### src/design/i2cm_pkg.sv
// Shared types and constants for the I2C master byte engine.
// Used by the core, the output buffer, the top level and the checker.
package i2cm_pkg;

  localparam int COUNT_WIDTH = 16;
  localparam int LIM_W       = (COUNT_WIDTH > 16) ? COUNT_WIDTH : 16;
  localparam int CFG_IDX_W   = 2;

  localparam logic [15:0] BIT_PHASE_RESET = 16'd10;
  localparam logic [15:0] COND_RESET      = 16'd1000;
  localparam logic [COUNT_WIDTH-1:0] CNT_MAX = '1;

  typedef enum logic [1:0] {
    OP_TICK  = 2'd0,
    OP_START = 2'd1,
    OP_WRITE = 2'd2,
    OP_READ  = 2'd3
  } opcode_e;

  typedef enum logic [CFG_IDX_W-1:0] {
    REG_BIT_PHASE = 2'd0,
    REG_COND      = 2'd1
  } cfg_reg_e;

  typedef enum logic [3:0] {
    PH_IDLE, PH_S1, PH_S2, PH_S3, PH_Q0, PH_Q1, PH_Q2, PH_Q3, PH_P1, PH_P2, PH_P3
  } phase_e;

  typedef struct packed {
    logic [1:0] opcode;
    logic [6:0] slave_address;
    logic       read_not_write;
    logic [7:0] data_byte;
    logic       ack_after_read;
    logic       last_byte;
    logic       sda_in;
  } item_t;

  typedef struct packed {
    logic       scl_drive_low;
    logic       sda_drive_low;
    logic       busy_res;
    logic       command_rejected;
    logic       byte_done;
    logic [7:0] read_data;
    logic       ack_received;
    logic       transaction_done;
    logic       transaction_ok;
  } result_t;

endpackage

### src/design/i2c_master_byte_engine.sv
// I2C master byte engine, top level. The result of an accepted item
// is registered in the result buffer. Throughput: one item per cycle
// while in_stall_o is low; the sequencer updates its whole state for
// each item, and a two-entry buffer accepts input while a result waits.
// Reset (async, active low) idles the sequencer, clears its line drive
// state and loads bit_phase_ticks = 10 and condition_ticks = 1000.
module i2c_master_byte_engine (
  input  logic       clk_i,
  input  logic       rst_ni,
  input  logic       in_valid_i,
  output logic       in_stall_o,
  input  logic [1:0] opcode_i,
  input  logic [6:0] slave_address_i,
  input  logic       read_not_write_i,
  input  logic [7:0] data_byte_i,
  input  logic       ack_after_read_i,
  input  logic       last_byte_i,
  input  logic       sda_in_i,
  output logic       out_valid_o,
  input  logic       out_stall_i,
  output logic       scl_drive_low_o,
  output logic       sda_drive_low_o,
  output logic       busy_res_o,
  output logic       command_rejected_o,
  output logic       byte_done_o,
  output logic [7:0] read_data_o,
  output logic       ack_received_o,
  output logic       transaction_done_o,
  output logic       transaction_ok_o,
  input  logic       cfg_valid_i,
  output logic       cfg_ready_o,
  input  logic [i2cm_pkg::CFG_IDX_W-1:0] cfg_index_i,
  input  logic [15:0] cfg_data_i
);
  import i2cm_pkg::*;

  item_t   item;
  result_t core_res, out_res;
  logic    accept, buf_full;

  assign in_stall_o  = buf_full;
  assign accept      = in_valid_i && !buf_full;
  assign cfg_ready_o = 1'b1;

  assign item.opcode         = opcode_i;
  assign item.slave_address  = slave_address_i;
  assign item.read_not_write = read_not_write_i;
  assign item.data_byte      = data_byte_i;
  assign item.ack_after_read = ack_after_read_i;
  assign item.last_byte      = last_byte_i;
  assign item.sda_in         = sda_in_i;

  i2cm_core u_core (
    .clk_i       (clk_i),
    .rst_ni      (rst_ni),
    .accept_i    (accept),
    .item_i      (item),
    .cfg_we_i    (cfg_valid_i && cfg_ready_o),
    .cfg_index_i (cfg_index_i),
    .cfg_data_i  (cfg_data_i),
    .result_o    (core_res)
  );

  i2cm_out_buf u_out_buf (
    .clk_i       (clk_i),
    .rst_ni      (rst_ni),
    .push_i      (accept),
    .data_i      (core_res),
    .full_o      (buf_full),
    .out_valid_o (out_valid_o),
    .out_stall_i (out_stall_i),
    .out_data_o  (out_res)
  );

  assign scl_drive_low_o    = out_res.scl_drive_low;
  assign sda_drive_low_o    = out_res.sda_drive_low;
  assign busy_res_o         = out_res.busy_res;
  assign command_rejected_o = out_res.command_rejected;
  assign byte_done_o        = out_res.byte_done;
  assign read_data_o        = out_res.read_data;
  assign ack_received_o     = out_res.ack_received;
  assign transaction_done_o = out_res.transaction_done;
  assign transaction_ok_o   = out_res.transaction_ok;

endmodule

### src/design/i2cm_core.sv
// Bus sequencer of the I2C master: phase state, tick counter, shift register.
// Computes one result per accepted item; depends on i2cm_pkg.
module i2cm_core (
  input  logic            clk_i,
  input  logic            rst_ni,
  input  logic            accept_i,
  input  i2cm_pkg::item_t item_i,
  input  logic            cfg_we_i,
  input  logic [i2cm_pkg::CFG_IDX_W-1:0] cfg_index_i,
  input  logic [15:0]     cfg_data_i,
  output i2cm_pkg::result_t result_o
);
  import i2cm_pkg::*;

  phase_e                 phase_q, phase_d;
  logic [COUNT_WIDTH-1:0] tick_q, tick_d;
  logic [3:0]             bidx_q, bidx_d;
  logic [7:0]             shift_q, shift_d;
  logic                   reading_q, reading_d;
  logic                   sack_q, sack_d;
  logic                   stop_q, stop_d;
  logic                   nack_q, nack_d;
  logic [1:0]             line_q, line_d;
  logic [15:0]            bit_phase_q, cond_q;

  logic       enter;
  logic       cond_phase;
  logic [15:0] len_sel, lim_raw;
  logic [LIM_W-1:0] lim_ext, lim;

  // Line drive pattern of a phase; bit 0 pulls SCL low, bit 1 pulls SDA low.
  function automatic logic [1:0] phase_drives(phase_e ph, logic [3:0] bidx, logic [7:0] sh,
                                              logic rd, logic sa, logic [1:0] keep);
    logic scl;
    logic sda;
    logic [1:0] res;
    scl = 1'b0;
    sda = 1'b0;
    res = keep;
    unique case (ph)
      PH_S1, PH_P3: res = 2'b00;
      PH_S2, PH_P2: res = 2'b10;
      PH_S3, PH_P1: res = 2'b11;
      PH_Q0, PH_Q1, PH_Q2, PH_Q3: begin
        scl = (ph == PH_Q0) || (ph == PH_Q3);
        if (bidx < 4'd8) begin
          sda = rd ? 1'b0 : ~sh[7];
        end else begin
          sda = rd ? sa : 1'b0;
        end
        res = {sda, scl};
      end
      default: res = keep;
    endcase
    return res;
  endfunction

  always_comb begin
    cond_phase = (phase_q == PH_S1) || (phase_q == PH_S2) || (phase_q == PH_S3) ||
                 (phase_q == PH_P1) || (phase_q == PH_P2) || (phase_q == PH_P3);
    len_sel = cond_phase ? cond_q : bit_phase_q;
    lim_raw = (len_sel == 16'd0) ? 16'd0 : len_sel - 16'd1;
    lim_ext = LIM_W'(lim_raw);
    lim     = (lim_ext > LIM_W'(CNT_MAX)) ? LIM_W'(CNT_MAX) : lim_ext;
  end

  always_comb begin
    phase_d   = phase_q;
    tick_d    = tick_q;
    bidx_d    = bidx_q;
    shift_d   = shift_q;
    reading_d = reading_q;
    sack_d    = sack_q;
    stop_d    = stop_q;
    nack_d    = nack_q;
    line_d    = line_q;
    enter     = 1'b0;
    result_o  = '0;

    if (accept_i) begin
      if (item_i.opcode != OP_TICK) begin
        if (phase_q != PH_IDLE) begin
          result_o.command_rejected = 1'b1;
        end else begin
          stop_d    = item_i.last_byte;
          bidx_d    = 4'd0;
          sack_d    = 1'b0;
          reading_d = 1'b0;
          enter     = 1'b1;
          unique case (item_i.opcode)
            OP_START: begin
              shift_d = {item_i.slave_address, item_i.read_not_write};
              phase_d = PH_S1;
            end
            OP_WRITE: begin
              shift_d = item_i.data_byte;
              phase_d = PH_Q0;
            end
            default: begin
              shift_d   = 8'd0;
              reading_d = 1'b1;
              sack_d    = item_i.ack_after_read;
              phase_d   = PH_Q0;
            end
          endcase
        end
      end else if (phase_q != PH_IDLE) begin
        if (LIM_W'(tick_q) < lim) begin
          tick_d = tick_q + 1'b1;
        end else begin
          unique case (phase_q)
            PH_S1: begin phase_d = PH_S2; enter = 1'b1; end
            PH_S2: begin phase_d = PH_S3; enter = 1'b1; end
            PH_S3: begin phase_d = PH_Q0; enter = 1'b1; end
            PH_Q0: begin phase_d = PH_Q1; enter = 1'b1; end
            PH_Q1: begin
              if (bidx_q < 4'd8) begin
                if (reading_q) begin
                  shift_d = {shift_q[6:0], item_i.sda_in};
                end
              end else if (!reading_q) begin
                // The acknowledge level is kept for the result of this byte.
                shift_d = {7'd0, item_i.sda_in};
                if (item_i.sda_in) begin
                  nack_d = 1'b1;
                end
              end
              phase_d = PH_Q2;
              enter   = 1'b1;
            end
            PH_Q2: begin phase_d = PH_Q3; enter = 1'b1; end
            PH_Q3: begin
              if (bidx_q < 4'd8) begin
                if (!reading_q) begin
                  shift_d = {shift_q[6:0], 1'b0};
                end
                bidx_d  = bidx_q + 4'd1;
                phase_d = PH_Q0;
                enter   = 1'b1;
              end else begin
                result_o.byte_done = 1'b1;
                if (reading_q) begin
                  result_o.read_data = shift_q;
                end else begin
                  result_o.ack_received = ~shift_q[0];
                end
                bidx_d = 4'd0;
                if (stop_q) begin
                  phase_d = PH_P1;
                  enter   = 1'b1;
                end else begin
                  // Hold the bus between bytes: SCL low, SDA released.
                  phase_d = PH_IDLE;
                  tick_d  = '0;
                  line_d  = 2'b01;
                end
              end
            end
            PH_P1: begin phase_d = PH_P2; enter = 1'b1; end
            PH_P2: begin phase_d = PH_P3; enter = 1'b1; end
            default: begin
              result_o.transaction_done = 1'b1;
              result_o.transaction_ok   = ~nack_q;
              nack_d  = 1'b0;
              stop_d  = 1'b0;
              phase_d = PH_IDLE;
              tick_d  = '0;
              line_d  = 2'b00;
            end
          endcase
        end
      end
    end

    if (enter) begin
      tick_d = '0;
      line_d = phase_drives(phase_d, bidx_d, shift_d, reading_d, sack_d, line_q);
    end

    result_o.scl_drive_low = line_d[0];
    result_o.sda_drive_low = line_d[1];
    result_o.busy_res      = (phase_d != PH_IDLE);
  end

  always_ff @(posedge clk_i or negedge rst_ni) begin
    if (!rst_ni) begin
      phase_q   <= PH_IDLE;
      tick_q    <= '0;
      bidx_q    <= 4'd0;
      shift_q   <= 8'd0;
      reading_q <= 1'b0;
      sack_q    <= 1'b0;
      stop_q    <= 1'b0;
      nack_q    <= 1'b0;
      line_q    <= 2'b00;
    end else begin
      phase_q   <= phase_d;
      tick_q    <= tick_d;
      bidx_q    <= bidx_d;
      shift_q   <= shift_d;
      reading_q <= reading_d;
      sack_q    <= sack_d;
      stop_q    <= stop_d;
      nack_q    <= nack_d;
      line_q    <= line_d;
    end
  end

  always_ff @(posedge clk_i or negedge rst_ni) begin
    if (!rst_ni) begin
      bit_phase_q <= BIT_PHASE_RESET;
      cond_q      <= COND_RESET;
    end else if (cfg_we_i) begin
      if (cfg_index_i == REG_BIT_PHASE) begin
        bit_phase_q <= cfg_data_i;
      end else if (cfg_index_i == REG_COND) begin
        cond_q <= cfg_data_i;
      end
    end
  end

endmodule

### src/design/i2cm_out_buf.sv
// Two-entry result register with a skid stage, so the input side keeps
// accepting while one result waits downstream. Depends on i2cm_pkg.
module i2cm_out_buf (
  input  logic              clk_i,
  input  logic              rst_ni,
  input  logic              push_i,
  input  i2cm_pkg::result_t data_i,
  output logic              full_o,
  output logic              out_valid_o,
  input  logic              out_stall_i,
  output i2cm_pkg::result_t out_data_o
);
  import i2cm_pkg::*;

  logic    main_valid_q, skid_valid_q;
  result_t main_q, skid_q;
  logic    pop;

  assign pop         = main_valid_q && !out_stall_i;
  assign full_o      = skid_valid_q;
  assign out_valid_o = main_valid_q;
  assign out_data_o  = main_q;

  always_ff @(posedge clk_i or negedge rst_ni) begin
    if (!rst_ni) begin
      main_valid_q <= 1'b0;
      skid_valid_q <= 1'b0;
    end else if (skid_valid_q) begin
      if (pop) begin
        skid_valid_q <= 1'b0;
      end
    end else if (push_i) begin
      if (main_valid_q && !pop) begin
        skid_valid_q <= 1'b1;
      end else begin
        main_valid_q <= 1'b1;
      end
    end else if (pop) begin
      main_valid_q <= 1'b0;
    end
  end

  always_ff @(posedge clk_i) begin
    if (skid_valid_q) begin
      if (pop) begin
        main_q <= skid_q;
      end
    end else if (push_i) begin
      if (main_valid_q && !pop) begin
        skid_q <= data_i;
      end else begin
        main_q <= data_i;
      end
    end
  end

endmodule

### config.mk
export PLATFORM = sky130hd
export DESIGN_NAME = i2c_master_byte_engine
export DESIGN_NICKNAME = d
export VERILOG_FILES = /design/src/design/i2cm_pkg.sv /design/src/design/i2c_master_byte_engine.sv /design/src/design/i2cm_core.sv /design/src/design/i2cm_out_buf.sv
export SDC_FILE = /design/constraint.sdc
export NUM_CORES = 1
export LEC_CHECK = 0
export BUFFER_PORTS_ARGS = -buffer_cell sky130_fd_sc_hd__buf_2
export CAP_MARGIN = 10
export CORE_AREA = 2 2 193 100
export CTS_CLUSTER_DIAMETER = 150
export DETAILED_ROUTE_END_ITERATION = 16
export DIE_AREA = 0 0 195 102
export MAX_ROUTING_LAYER = met4
export PLACE_DENSITY = 0.6
export SLEW_MARGIN = 10
export SYNTH_ARGS = -nofsm -noshare
export SYNTH_HDL_FRONTEND = slang
export SYNTH_SLANG_ARGS = --single-unit
### constraint.sdc
create_clock -name clk_i -period 12.6 [get_ports clk_i]
set_input_delay 0.63 -clock clk_i [delete_from_list [all_inputs] [get_ports clk_i]]
set_output_delay 0.63 -clock clk_i [all_outputs]
set_load 0.01 [all_outputs]
==> run summary <==
The number of buffers and inverters on the critical path is 0. The post-detailed-route via-to-cell ratio came out at ~5.4. The reported leakage power came out at roughly 3 nW. In this run the vertical extent of the chip is 102 um. After clock tree synthesis, the flow added hold-fix buffers numbering 0.

The max capacitance violation total is 0. The minimum setup slack in the final design came out at 5.75 ns. The wire length reported by the detailed router is between 10000 and 15000 um. Along the worst path, the maximum fanout reaches 28. The initial antenna violation count came out at 1. The kind of critical path is reg -> reg. The initial DRC count came out at 295. The worst path uses 54.4% of the clock period. Among all flip-flop cells after synthesis, the most frequent one is sky130_fd_sc_hd__dfrtp_1. The warning count from the yosys run is 0. The portion of the post-synthesis area used by sequential elements is 44.3%.

The post-CTS repair timing setup buffer count is 0. By area the synthesized netlist is led by sky130_fd_sc_hd__dfrtp_1, sky130_fd_sc_hd__edfxtp_1, sky130_fd_sc_hd__mux2_2. The clock latency at the later pin of the worst-skew pair came out at approximately 0.36 ns. The largest single stage delay on the critical path is around 0.9 ns. The width of the chip is roughly 200 um. The multi-input logic area is between 3000 and 4000 um^2. The first-pass GRT wire length came out at between 20000 and 25000 um. The clock tree root driver cell is sky130_fd_sc_hd__clkbuf_16. The maximum VDD drop came out at between 70 and 80 uV. The setup clock skew after layout came out at about 0.012 ns. TritonCTS built the clock tree. The length of the first detailed-routing pass in iterations is 4. The proportion of synthesized flip-flops having asynchronous set or reset is between 60 and 70%. The number of nets in the synthesized netlist is approximately 700. STA classifies the critical path endpoint as a flop. The power density over the cells came out at between 150 and 200 nW/um^2. After floorplanning, the core was sized to cover 18100 um^2. The synthesis-stage register bit count is between 100 and 150. The layout overhead on the synthesized area is 13.5%. The flow ran to the end, and the final reports show no timing, DRC or antenna violations. The post-synthesis cell type count is 71. The maximum number of pins on one net before global-route repair is 73. Data on the critical path is required at its endpoint by roughly 13 ns. Summed over all layers, the global routing overflow is 0.

The kind of cell with the highest combined delay on the critical path is simple AND/OR/NAND/NOR gates. The worst setup timing slack at the placement stage is ~5.8 ns. The count of endpoints failing setup in the final report came out at 0.

The maximum buffer depth of the clock tree came out at 2. The count of buffers from port buffering came out at 61. The number of global-route vias before repair came out at about 4700. The dominant cell by count in the synthesized netlist is sky130_fd_sc_hd__dfrtp_1.

Combinational logic burns between 30% and 40% of the power. 63 I/O pins were placed. Clock tree synthesis inserted a total of 9 buffers. The clock transition at the registers of the reported paths came out at 0.08 ns. For this block, the via count after detailed routing is between 4000 and 5000. The number of cells after detailed placement is 902. The cell area after technology mapping came out at ~6300 um^2. The synthesized instance count came out at about 630. The worst-margin pin slew came out at roughly 1 ns. The fraction of post-synthesis cell area in the top cell type by area came out at between 20% and 30%.

Hold is met by approximately 0.5 ns. The cell taking the most area after synthesis is sky130_fd_sc_hd__dfrtp_1. Adding up every negative setup slack in the final design gives 0 ns.

Traced cell by cell, the critical path runs through nor2_1, or3_1, o221ai_1, o21ai_0, nor3_1, nor2b_1, and4_1, and3_1, o21ai_0, ha_1, a211oi_1, o221a_2, o31a_1, nand2_1, a311o_4, nand2_1, nand2_1, nor2_1, nand4_1, o21ai_0. The remaining antenna violation count after routing is 0. The final cell utilization of the core is 39.2%. For this design, the slowest cell found on the critical path is sky130_fd_sc_hd__dfrtp_1. The minimum period implied by the final worst setup slack is slightly below 7 ns.

The post-detailed-route DRC marker count is 0. Setup repair after global routing left no endpoint under its margin. The finished layout holds 919 standard cells, fillers aside. The number of synthesized flops with an enable pin is 32. The depth of the CTS H-tree came out at 3. Per report_power, the sequential group accounts for 40.6% of the total.

The clock share of power is about a quarter. The upper clock frequency limit is ~150 MHz. The commonest cells after synthesis are sky130_fd_sc_hd__dfrtp_1, sky130_fd_sc_hd__o21ai_0, sky130_fd_sc_hd__nand2_1. In the final routed layout, each cell accounts on average for about 16 um. The total number of clock tree sinks is about 100.

The area of the die is about 20000 um^2. The post-cts repair resize count came out at 0. The internal power of the cells totals approximately 800 uW. The count of pins over their slew limit came to 0. Routability-driven placement finished with a final weighted congestion of 0.940.

The post-synthesis average cell area came out at 10.0 um^2. Of the cells placed in the final design, the portion with a size suffix greater than 1 is 22.9%. In this run the tightest slew margin relative to its limit is roughly 33%. The overall routing resource usage came out at between 10% and 20%. Net switching is a little over a third of the power. The type of the worst min-delay path is in -> async. The arrival time at the worst endpoint is ~7.1 ns. The placed wire-length estimate after detailed placement is 10800 um. The effective utilization at floorplan came out at approximately a third. The number of fill cells came out at around 1800. The kind of start point of the critical path is a flop. The combined flip-flop and latch cell area came out at about 2800 um^2.

In the final design database the tool counted 740 nets. The net load switching power is between 400 and 500 uW. The placement row count came out at 35. The final number of hold-violating endpoints came to 0.
-- final cells by class --
type,count,area share [%]
diodes,1,0.0352
clock buffers,9,3.17
clock inverters,7,1.78
inverters,16,0.845
multi-input cells,474,45.9
flip-flops and latches,104,39.0
well taps,240,4.23
repair buffers,68,5.04
-- cells by family after synthesis --
group / after synthesis / synth area share [%]
simple gates: 223 / 19.3
compound gates: 160 / 16.7
flops: 104 / 44.3
mux: 55 / 9.72
buf+inv: 48 / 3.70
fa+ha+maj: 23 / 4.60
xor+xnor: 12 / 1.68
other cells: 1 / 0.0599
-- layout by cell type, fill, tap and decap left out, drive strengths merged, types with 5 or more instances in the layout --
cell    Yosys  final
buf        15     68
o21ai      67     67
dfrtp      64     64
nand2      51     51
nor2       49     49
mux2       46     46
edfxtp     32     32
a21oi      28     28
and3       28     28
ha         23     23
nor3       21     21
nand3      17     17
inv        16     17
and3b      11     11
nand4       9      9
mux2i       9      9
xnor2       9      9
clkbuf     17      9
o221ai      9      9
a22oi       9      9
a31oi       8      8
dfstp       8      8
a211oi      5      5
nor2b       5      5
and2        5      5
-- through the flow --
stage | total power [mW] | instance area [um^2]
3_3_place_gp | 0.931 | 6750
4_1_cts | 1.27 | 7100
6_report | 1.26 | 7100
2_1_floorplan | 0.822 | 6260
3_5_place_dp | 0.941 | 6750
5_1_grt | 1.34 | 7100
-- sequential cells by signal (all words and copies together), names as in the netlist, 2 cells and up --
signal / flops
u_core.bit_phase_q: 16
u_core.cond_q: 16
u_core.tick_q: 16
u_out_buf.out_data_o: 16
u_out_buf.skid_q: 16
u_core.shift_q: 8
u_core.bidx_q: 4
u_core.phase_q: 4
u_core.line_q: 2
-- path summary, 6_finish.rpt --
check                                       start           endpoint  slack, ns  cells past startpoint
worst max register to register  u_core.phase_q[3]  u_core.tick_q[14]       5.75                     20
max in group asynchronous                  rst_ni  u_core.shift_q[2]      11.48                      2
worst min-delay path                       rst_ni   u_core.cond_q[0]       0.49                      2
min in group clk_i              u_core.tick_q[15]  u_core.tick_q[15]       0.51                      1
worst min register to register  u_core.tick_q[15]  u_core.tick_q[15]       0.51                      1
worst max-delay path            u_core.phase_q[3]  u_core.tick_q[14]       5.75                     20
-- power groups by stage --
| stage | Combinational (mW) | Clock (mW) | Sequential (mW) |
|---|---|---|---|
| 5_1_grt | 0.476 | 0.339 | 0.523 |
| 4_1_cts | 0.426 | 0.331 | 0.510 |
| 2_1_floorplan | 0.323 | 0 | 0.499 |
| 3_5_place_dp | 0.425 | 0 | 0.516 |
| 6_report | 0.426 | 0.320 | 0.510 |
| 3_3_place_gp | 0.417 | 0 | 0.514 |
-- routing by layer --
| metal | share of wire (%) | wire length (um) | track usage (%) |
|---|---|---|---|
| met5 | 0 | 0 | - |
| met4 | 1.9 | 276 | 4.93 |
| met3 | 4.2 | 623 | 3.40 |
| met2 | 46 | 6770 | 24.5 |
| met1 | 48 | 7090 | 19.9 |
Note: power is estimated with default switching activity, not from simulation.
